<file path="config.mk">
export PLATFORM = sky130hd
export DESIGN_NAME = multi_channel_quadrature_counter_flat
export DESIGN_NICKNAME = d
export VERILOG_FILES = /design/src/hdl/mcqc_pkg.sv /design/src/hdl/mcqc_ifs.sv /design/src/hdl/mcqc_ram.sv /design/src/hdl/multi_channel_quadrature_counter.sv /design/src/flat_wrapper.sv
export SDC_FILE = /design/constraint.sdc
export NUM_CORES = 1
export LEC_CHECK = 0
export ABC_AREA = 1
export BUFFER_PORTS_ARGS = -buffer_cell sky130_fd_sc_hd__buf_2
export CAP_MARGIN = 10
export CELL_PAD_IN_SITES_DETAIL_PLACEMENT = 1
export CELL_PAD_IN_SITES_GLOBAL_PLACEMENT = 1
export CORE_UTILIZATION = 41
export DETAILED_ROUTE_END_ITERATION = 10
export HOLD_SLACK_MARGIN = 0.08
export PLACE_DENSITY_LB_ADDON = 0.1
export RECOVER_POWER = 100
export SYNTH_ARGS = -nofsm -noshare
export SYNTH_HDL_FRONTEND = slang
export SYNTH_SLANG_ARGS = --single-unit
export TNS_END_PERCENT = 10
</file>
<file path="constraint.sdc">
create_clock -name clk -period 4 [get_ports clk]
set_input_delay 0.2 -clock clk [delete_from_list [all_inputs] [get_ports clk]]
set_output_delay 0.2 -clock clk [all_outputs]
set_load 0.03 [all_outputs]
</file>
<file path="src/hdl/mcqc_pkg.sv">
package mcqc_pkg;

  localparam int ENCODERS    = 2;
  localparam int COUNT_WIDTH = 32;

  localparam int ENC_W  = (ENCODERS > 1) ? $clog2(ENCODERS) : 1;
  localparam int PIN_W  = 3;
  localparam int IDX_W  = 2;
  localparam int OUT_CW = 32;

  typedef enum logic [1:0] {
    REQ_EDGE  = 2'd0,
    REQ_READ  = 2'd1,
    REQ_CLEAR = 2'd2
  } req_t;

  typedef enum logic [1:0] {
    STEP_NONE,
    STEP_UP,
    STEP_DOWN
  } step_t;

  // x4 transition table, pair = {B, A}
  function automatic step_t step_dir(input logic [1:0] prev, input logic [1:0] next);
    step_t s;
    case ({prev, next})
      4'b0010, 4'b0100, 4'b1011, 4'b1101: s = STEP_UP;
      4'b0001, 4'b0111, 4'b1000, 4'b1110: s = STEP_DOWN;
      default:                            s = STEP_NONE;
    endcase
    return s;
  endfunction

endpackage

</file>
<file path="src/hdl/mcqc_ifs.sv">
interface mcqc_req_if
  import mcqc_pkg::*;
  ();
  logic             valid;
  logic             ready;
  logic [1:0]       req_type;
  logic [PIN_W-1:0] pin_index;
  logic             pin_level;

  modport source (output valid, req_type, pin_index, pin_level, input ready);
  modport sink   (input valid, req_type, pin_index, pin_level, output ready);
endinterface

interface mcqc_cnt_if
  import mcqc_pkg::*;
  ();
  logic                     valid;
  logic                     ready;
  logic [IDX_W-1:0]         encoder_index;
  logic signed [OUT_CW-1:0] count_value;
  logic                     last;

  modport source (output valid, encoder_index, count_value, last, input ready);
  modport sink   (input valid, encoder_index, count_value, last, output ready);
endinterface

</file>
<file path="src/hdl/mcqc_ram.sv">
module mcqc_ram #(
  parameter int WIDTH = 32,
  parameter int DEPTH = 2,
  localparam int AW = (DEPTH > 1) ? $clog2(DEPTH) : 1
) (
  input  logic             clk,
  input  logic             we,
  input  logic [AW-1:0]    waddr,
  input  logic [WIDTH-1:0] wdata,
  input  logic [AW-1:0]    raddr,
  output logic [WIDTH-1:0] rdata
);

  logic [WIDTH-1:0] mem [DEPTH];

  always_ff @(posedge clk) begin
    if (we) begin
      mem[waddr] <= wdata;
    end
    rdata <= mem[raddr];
  end

endmodule

</file>
<file path="src/hdl/multi_channel_quadrature_counter.sv">
// channel   dir     beat / fields
// req       in      req_type, pin_index, pin_level (edge, read all, clear all)
// rsp       out     encoder_index, count_value, last (one beat per encoder on read)
// cfg       in      cfg_wr_en, cfg_wr_data (enable)
//
// Edge and clear beats are taken every cycle while no read sequence runs;
// an edge is a read-modify-write on the count RAM, forwarded from the
// previous write. A read beat holds req.ready low while the sequencer walks
// the RAM read port, one encoder per cycle unless rsp stalls fill the
// 2-entry output queue.
// rst is synchronous; counts read as zero until written, via per-encoder
// valid flops, so no clearing pass is needed. Clear drops all valid flops.
module multi_channel_quadrature_counter
  import mcqc_pkg::*;
(
  input  logic         clk,
  input  logic         rst,
  input  logic         cfg_wr_en,
  input  logic         cfg_wr_data,
  mcqc_req_if.sink     req,
  mcqc_cnt_if.source   rsp
);

  localparam int QDEPTH = 2;

  logic                   enable;
  logic [1:0]             pin_pairs [ENCODERS];
  logic [ENCODERS-1:0]    cnt_vld;

  logic                   seq_busy;
  logic [ENC_W-1:0]       seq_idx;

  logic                   s2_upd;
  logic                   s2_rep;
  logic [ENC_W-1:0]       s2_enc;
  logic                   s2_up;
  logic                   s2_last;

  logic                   wr_q_vld;
  logic [ENC_W-1:0]       wr_q_addr;
  logic [COUNT_WIDTH-1:0] wr_q_data;

  logic [IDX_W-1:0]       q_idx  [QDEPTH];
  logic [OUT_CW-1:0]      q_cnt  [QDEPTH];
  logic                   q_last [QDEPTH];
  logic                   q_head;
  logic [1:0]             q_cnt_n;

  logic                   acc;
  logic                   edge_go;
  logic [ENC_W-1:0]       in_enc;
  logic [1:0]             old_pair;
  logic [1:0]             new_pair;
  step_t                  step;
  logic                   room;
  logic                   issue;
  logic                   seq_end;
  logic [ENC_W-1:0]       rd_addr;
  logic [COUNT_WIDTH-1:0] rd_data;
  logic [COUNT_WIDTH-1:0] base;
  logic [COUNT_WIDTH-1:0] wr_data;
  logic                   push;
  logic                   pop;
  logic                   q_tail;

  assign acc      = req.valid && req.ready;
  assign req.ready = !seq_busy;
  assign in_enc   = ENC_W'(req.pin_index[PIN_W-1:1]);
  assign old_pair = pin_pairs[in_enc];
  assign new_pair = req.pin_index[0] ? {req.pin_level, old_pair[0]}
                                     : {old_pair[1], req.pin_level};
  assign step     = step_dir(old_pair, new_pair);
  assign edge_go  = acc && (req.req_type == REQ_EDGE) && enable
                    && ({1'b0, req.pin_index} < (PIN_W+1)'(2 * ENCODERS));

  assign pop    = rsp.valid && rsp.ready;
  assign push   = s2_rep;
  assign room   = ({1'b0, q_cnt_n} + 3'(s2_rep) - 3'(pop)) < 3'(QDEPTH);
  assign issue  = seq_busy && room;
  assign seq_end = (seq_idx == ENC_W'(ENCODERS - 1));
  assign rd_addr = seq_busy ? seq_idx : in_enc;

  mcqc_ram #(.WIDTH(COUNT_WIDTH), .DEPTH(ENCODERS)) u_cnt_ram (
    .clk   (clk),
    .we    (s2_upd),
    .waddr (s2_enc),
    .wdata (wr_data),
    .raddr (rd_addr),
    .rdata (rd_data)
  );

  always_comb begin
    if (!cnt_vld[s2_enc]) begin
      base = '0;
    end else if (wr_q_vld && (wr_q_addr == s2_enc)) begin
      base = wr_q_data;
    end else begin
      base = rd_data;
    end
    wr_data = s2_up ? base + COUNT_WIDTH'(1) : base - COUNT_WIDTH'(1);
  end

  assign q_tail            = q_head + q_cnt_n[0];
  assign rsp.valid         = (q_cnt_n != 2'd0);
  assign rsp.encoder_index = q_idx[q_head];
  assign rsp.count_value   = q_cnt[q_head];
  assign rsp.last          = q_last[q_head];

  always_ff @(posedge clk) begin
    if (rst) begin
      enable   <= 1'b0;
      cnt_vld  <= '0;
      seq_busy <= 1'b0;
      seq_idx  <= '0;
      s2_upd   <= 1'b0;
      s2_rep   <= 1'b0;
      wr_q_vld <= 1'b0;
      q_head   <= 1'b0;
      q_cnt_n  <= 2'd0;
      for (int e = 0; e < ENCODERS; e++) begin
        pin_pairs[e] <= 2'b00;
      end
    end else begin
      if (cfg_wr_en) begin
        enable <= cfg_wr_data;
      end
      if (edge_go) begin
        pin_pairs[in_enc] <= new_pair;
      end
      s2_upd   <= edge_go && (step != STEP_NONE);
      s2_rep   <= issue;
      wr_q_vld <= s2_upd;
      if (acc && (req.req_type == REQ_CLEAR)) begin
        cnt_vld <= '0;
      end else if (s2_upd) begin
        cnt_vld[s2_enc] <= 1'b1;
      end
      if (acc && (req.req_type == REQ_READ)) begin
        seq_busy <= 1'b1;
        seq_idx  <= '0;
      end else if (issue) begin
        if (seq_end) begin
          seq_busy <= 1'b0;
        end else begin
          seq_idx <= seq_idx + ENC_W'(1);
        end
      end
      if (pop) begin
        q_head <= ~q_head;
      end
      q_cnt_n <= q_cnt_n + 2'(push) - 2'(pop);
    end
  end

  always_ff @(posedge clk) begin
    s2_enc    <= issue ? seq_idx : in_enc;
    s2_up     <= (step == STEP_UP);
    s2_last   <= seq_end;
    wr_q_addr <= s2_enc;
    wr_q_data <= wr_data;
    if (push) begin
      q_idx[q_tail]  <= IDX_W'(s2_enc);
      q_cnt[q_tail]  <= OUT_CW'(signed'(base));
      q_last[q_tail] <= s2_last;
    end
  end

  a_queue_bound: assert property (@(posedge clk) disable iff (rst)
    q_cnt_n <= 2'(QDEPTH))
    else $error("output queue overflow");

  a_one_op: assert property (@(posedge clk) disable iff (rst)
    !(s2_upd && s2_rep))
    else $error("update and report in flight together");

  a_busy_blocks: assert property (@(posedge clk) disable iff (rst)
    seq_busy |-> !req.ready)
    else $error("req taken during read sequence");

  a_clear: assert property (@(posedge clk) disable iff (rst)
    (acc && (req.req_type == REQ_CLEAR)) |=> (cnt_vld == '0))
    else $error("clear did not drop count valid flops");

  a_no_edge_when_off: assert property (@(posedge clk) disable iff (rst)
    !enable |=> !s2_upd)
    else $error("count update while disabled");

endmodule
</file>
<file path="src/flat_wrapper.sv">
// flat-port wrapper written by rule: the top's interface ports become plain ports
module multi_channel_quadrature_counter_flat import mcqc_pkg::*;
  (clk, rst, cfg_wr_en, cfg_wr_data, req_valid, req_req_type, req_pin_index, req_pin_level, req_ready, rsp_valid, rsp_encoder_index, rsp_count_value, rsp_last, rsp_ready);
  mcqc_req_if req_i ();
  mcqc_cnt_if rsp_i ();
  input  logic clk;
  input  logic rst;
  input  logic cfg_wr_en;
  input  logic cfg_wr_data;
  input wire logic [$bits(req_i.valid)-1:0] req_valid;
  input wire logic [$bits(req_i.req_type)-1:0] req_req_type;
  input wire logic [$bits(req_i.pin_index)-1:0] req_pin_index;
  input wire logic [$bits(req_i.pin_level)-1:0] req_pin_level;
  output wire logic [$bits(req_i.ready)-1:0] req_ready;
  output wire logic [$bits(rsp_i.valid)-1:0] rsp_valid;
  output wire logic [$bits(rsp_i.encoder_index)-1:0] rsp_encoder_index;
  output wire logic [$bits(rsp_i.count_value)-1:0] rsp_count_value;
  output wire logic [$bits(rsp_i.last)-1:0] rsp_last;
  input wire logic [$bits(rsp_i.ready)-1:0] rsp_ready;
  assign req_i.valid = req_valid;
  assign req_i.req_type = req_req_type;
  assign req_i.pin_index = req_pin_index;
  assign req_i.pin_level = req_pin_level;
  assign req_ready = req_i.ready;
  assign rsp_valid = rsp_i.valid;
  assign rsp_encoder_index = rsp_i.encoder_index;
  assign rsp_count_value = rsp_i.count_value;
  assign rsp_last = rsp_i.last;
  assign rsp_i.ready = rsp_ready;
  multi_channel_quadrature_counter u_core (.clk(clk), .rst(rst), .cfg_wr_en(cfg_wr_en), .cfg_wr_data(cfg_wr_data), .req(req_i), .rsp(rsp_i));
endmodule
</file>
==> results by group <==
Run status
  • Outcome: complete, but fails checks
  • Failing checks: capacitance limit, slew limit

Synth
  • Yosys cell types: around 40
  • Avg Inst Size Synth: roughly 11 sq um
  • Synth Cell Area: ~9200 sq um
  • FF+latch count, synth: 216
  • Synth cell count leaders: nand2_1, edfxtp_1, dfxtp_1
  • Most common cell in the netlist: nand2_1
  • Post-synth ARST share: 0%
  • Synth Net Count: ~870
  • Area leader, netlist: edfxtp_1
  • Synth warnings: 0
  • Post-synth top area share: 44.4%
  • Post-synth EDFFs: approximately 140
  • Ranking of synthesized cells by area: edfxtp_1, dfxtp_1, mux2_2, nand2_1, ha_1
  • Cells after Synth: between 800 and 900
  • Register area share after synthesis: about three fifths
  • Predominant post-synthesis flop cell: edfxtp_1

Clock tree
  • Post-CTS Setup Inserts: 0
  • Post-cts resize count: 0
  • CTS tree: yes
  • Max Buffers Root-to-Sink: 3
  • CTS Buf Count: 23
  • Root Driver: clkbuf_16
  • Post-CTS Hold Fix Bufs: 9
  • Worst skew pair latency: roughly 0.52 ns
  • Clock sink total: roughly 220
  • Clock-pin slew on the worst setup and hold paths: around 0.06 ns
  • H-Tree Depth: 1

Timing
  • Max-slew violation count: 136
  • Setup-failing EPs final: 0
  • Slew margin rel.: -59.0%
  • Final worst path period share: between 90% and 100%
  • Final hold slack: between 0.09 and 0.1 ns
  • RSZ-0062 raised after global routing: no
  • Worst-Margin Slew: between 2 and 2.5 ns
  • Post-layout min period: about 3.6 ns
  • Fmax: between 200 and 300 MHz
  • Setup TNS: 0 ns
  • Fin. Hold Viols: 0
  • Clock skew: roughly 0.020 ns

Route
  • DRT met1 WL: a little under 10000 microns
  • Number of DRC markers in iteration 0: 259
  • Total Wirelength: between 20000 and 25000 microns
  • Vias/cell: 5.15
  • Met3 wire len: a little under 700 microns
  • DRT antenna net count: 0
  • Met2 routed WL: ~11000 microns
  • First drt pass iteration count: 5
  • Highest metal used: met4
  • Residual DRC count: 0
  • Via Count: between 6000 and 7000
  • Wire per inst: roughly 19 microns

Pwr
  • Power, Total: approximately 5.7 mW
  • Leak: 4.34 nW
  • Cell area power density: 537 nW/um^2
  • Sequential share of power: between 40 and 50%
  • P_int: roughly 4.2 mW
  • Net switching fraction of the power: between 20% and 30%
  • Clock share of power: around 40%
  • Combinational share of power: around 15%
  • Psw: 1.53 mW
  • Max VDD drop: between 0.0003 and 0.0004 V

Critical path
  • Endpoint class of the critical path: register
  • Crit Path Max Fanout: 25
  • Cell family with most CP delay: compound AO/OA/AOI/OAI gates
  • Reg-to-reg startpoint: u_core.s2_enc
  • Crit Reg-Reg Endpoint: u_core.u_cnt_ram.mem[1][24]
  • CP endpoint: u_core.u_cnt_ram.mem[1][24]
  • CP cell instances: inv_2, nand2_1, nand3_4, inv_2, or2_2, o211ai_1, fa_1, o21ai_2, a21boi_0, o21ai_0, nand3_1, nand3_1, xor2_1
  • CP max stage cell: fa_1
  • R2R Setup Slk: approximately 0.36 ns
  • Worst setup path startpoint: u_core.s2_enc
  • CP arrival: 3.96 ns
  • Critical Path Stages: 13
  • Setup CP Type: reg -> reg
  • Startpoint Class: register
  • Critical Path Max Stage Delay: about 0.52 ns
  • Bufs and invs on worst path: 2
  • Worst R2R Path Depth: 13
  • Req. time, crit path: 4.33 ns

Placement
  • Placement-stage cell area: a little under 10000 sq um
  • IO Port Bufs: 47
  • GPL Wtd Cong: between 0.8 and 0.9
  • DP HPWL: 15200 microns

GRT
  • GRT Residual Overflow: 0
  • First-pass GRT wire length: about 36000 microns
  • Initial antenna violation count: 0
  • Largest net degree at the start of global routing: 35
  • Vias in the first global route: approximately 6600
  • GRT Overall Usage: 19.6%

Layout
  • Antenna diodes: 0
  • Layout fillers: around 2400
  • Storage cell area: 5690 sq um
  • Share of post-route cells with drive strength above 1: between 10% and 20%
  • Multi-input gate area: 3210 sq um
  • Nets: roughly 940
  • P&R area growth vs syn: 15.2%
  • Final instance area: between 10000 and 15000 sq um

Floorplanning
  • Die X: between 150 and 200 microns
  • DIE AREA: 23100 sq um
  • Initial Util: between 40% and 50%
  • Core area: between 20000 and 25000 sq um
  • Die Y: around 150 microns
  • I/O Pins: 49
  • # rows: 54

Hold path
  • Min-delay worst type: in -> reg

Flow run
  • Max Cap Violations: 5
per-stage QoR:
step	instances	utilization [%]	worst slack, ns
floorplan	821	-	1.17
global placement	1139	44.8	0.544
detailed placement	1139	44.8	0.384
CTS	1190	48.9	0.333
global route	1192	48.5	0.0355
finish	1192	48.5	0.361
power groups by stage:
| stage | Combinational, mW | Clock, mW | Sequential, mW |
|---|---|---|---|
| 2_1_floorplan | 0.673 | 0 | 2.57 |
| 3_3_place_gp | 0.846 | 0 | 2.64 |
| 3_5_place_dp | 0.871 | 0 | 2.65 |
| 4_1_cts | 0.886 | 2.30 | 2.60 |
| 5_1_grt | 0.939 | 2.38 | 2.61 |
| 6_report | 0.852 | 2.25 | 2.59 |
per-layer routing:
layer / track usage (%) / vias up
met5: 0 / -
met2: 35.2 / 94
li1: - / 2993
met1: 24.8 / 3012
met4: 5.29 / 0
met3: 2.31 / 39
worst min-delay path: stages:
cell and delay, ns:
buf_2 0.10, nand2_1 0.07, nor2_1 0.07, nand2_1 0.07
a21oi_1 0.06
layout make-up:
class,count,share of cell area (%)
Clock buffer,28,5.98
Clock inverter,14,1.67
Inverter,57,2.02
Multi-Input combinational cell,531,30.2
Sequential cell,216,53.6
Tap cell,280,3.30
Timing Repair Buffer,66,3.20
cells by family (layout without fill, tap and decap cells):
group	count (synthesis)	in the layout	synth area share, %
adders and majority gates	34	34	4.78
buffers and inverters	74	165	3.18
and+or+nand+nor	282	282	12.5
xor gates and xnor gates	23	23	2.19
AOI/OAI and AO/OA	123	123	7.28
other	1	1	0.0407
muxes	68	68	8.29
DFF	216	216	61.7
cell usage in the layout, fill, tap and decap left out, types with 2 or more instances in the layout:
master,instances
xor2_1,18
a21oi_1,76
bufinv_16,4
inv_1,54
ha_1,32
clkinv_1,4
nand2_1,188
dfxtp_1,80
o21ai_2,2
xnor2_1,5
clkinv_2,3
nand3_1,18
clkbuf_1,40
fa_1,2
nor3_1,8
dlygate4sd3_1,9
inv_2,2
mux2_1,2
a211oi_1,4
buf_4,5
mux2_2,64
clkinvlp_4,3
buf_2,13
clkbuf_16,23
nor2_1,60
mux2i_1,2
clkbuf_8,4
o21ai_0,29
edfxtp_1,136
nand4_1,2
o211ai_1,4
flip-flops by register name (all words and copies together) (netlist names), 2 cells and up, named ones only:
register                count
u_core.cnt_vld              2
u_core.pin_pairs            4
u_core.q_cnt               64
u_core.q_cnt_n              2
u_core.q_idx                2
u_core.q_last               2
u_core.u_cnt_ram.mem       64
u_core.u_cnt_ram.rdata     32
u_core.wr_q_data           32
worst min path at each step:
stage / end / cells past startpoint / startpoint
2_1_floorplan: u_core.seq_busy / 1 / rst
3_3_place_gp: u_core.enable / 2 / cfg_wr_en
3_5_place_dp: u_core.s2_last / 0 / u_core.seq_end
4_1_cts: u_core.pin_pairs[1][1] / 3 / req_pin_index[0]
5_1_grt: u_core.pin_pairs[1][1] / 3 / req_pin_index[0]
6_report: u_core.seq_busy / 5 / req_valid
Power figures use the tool's default switching activity.
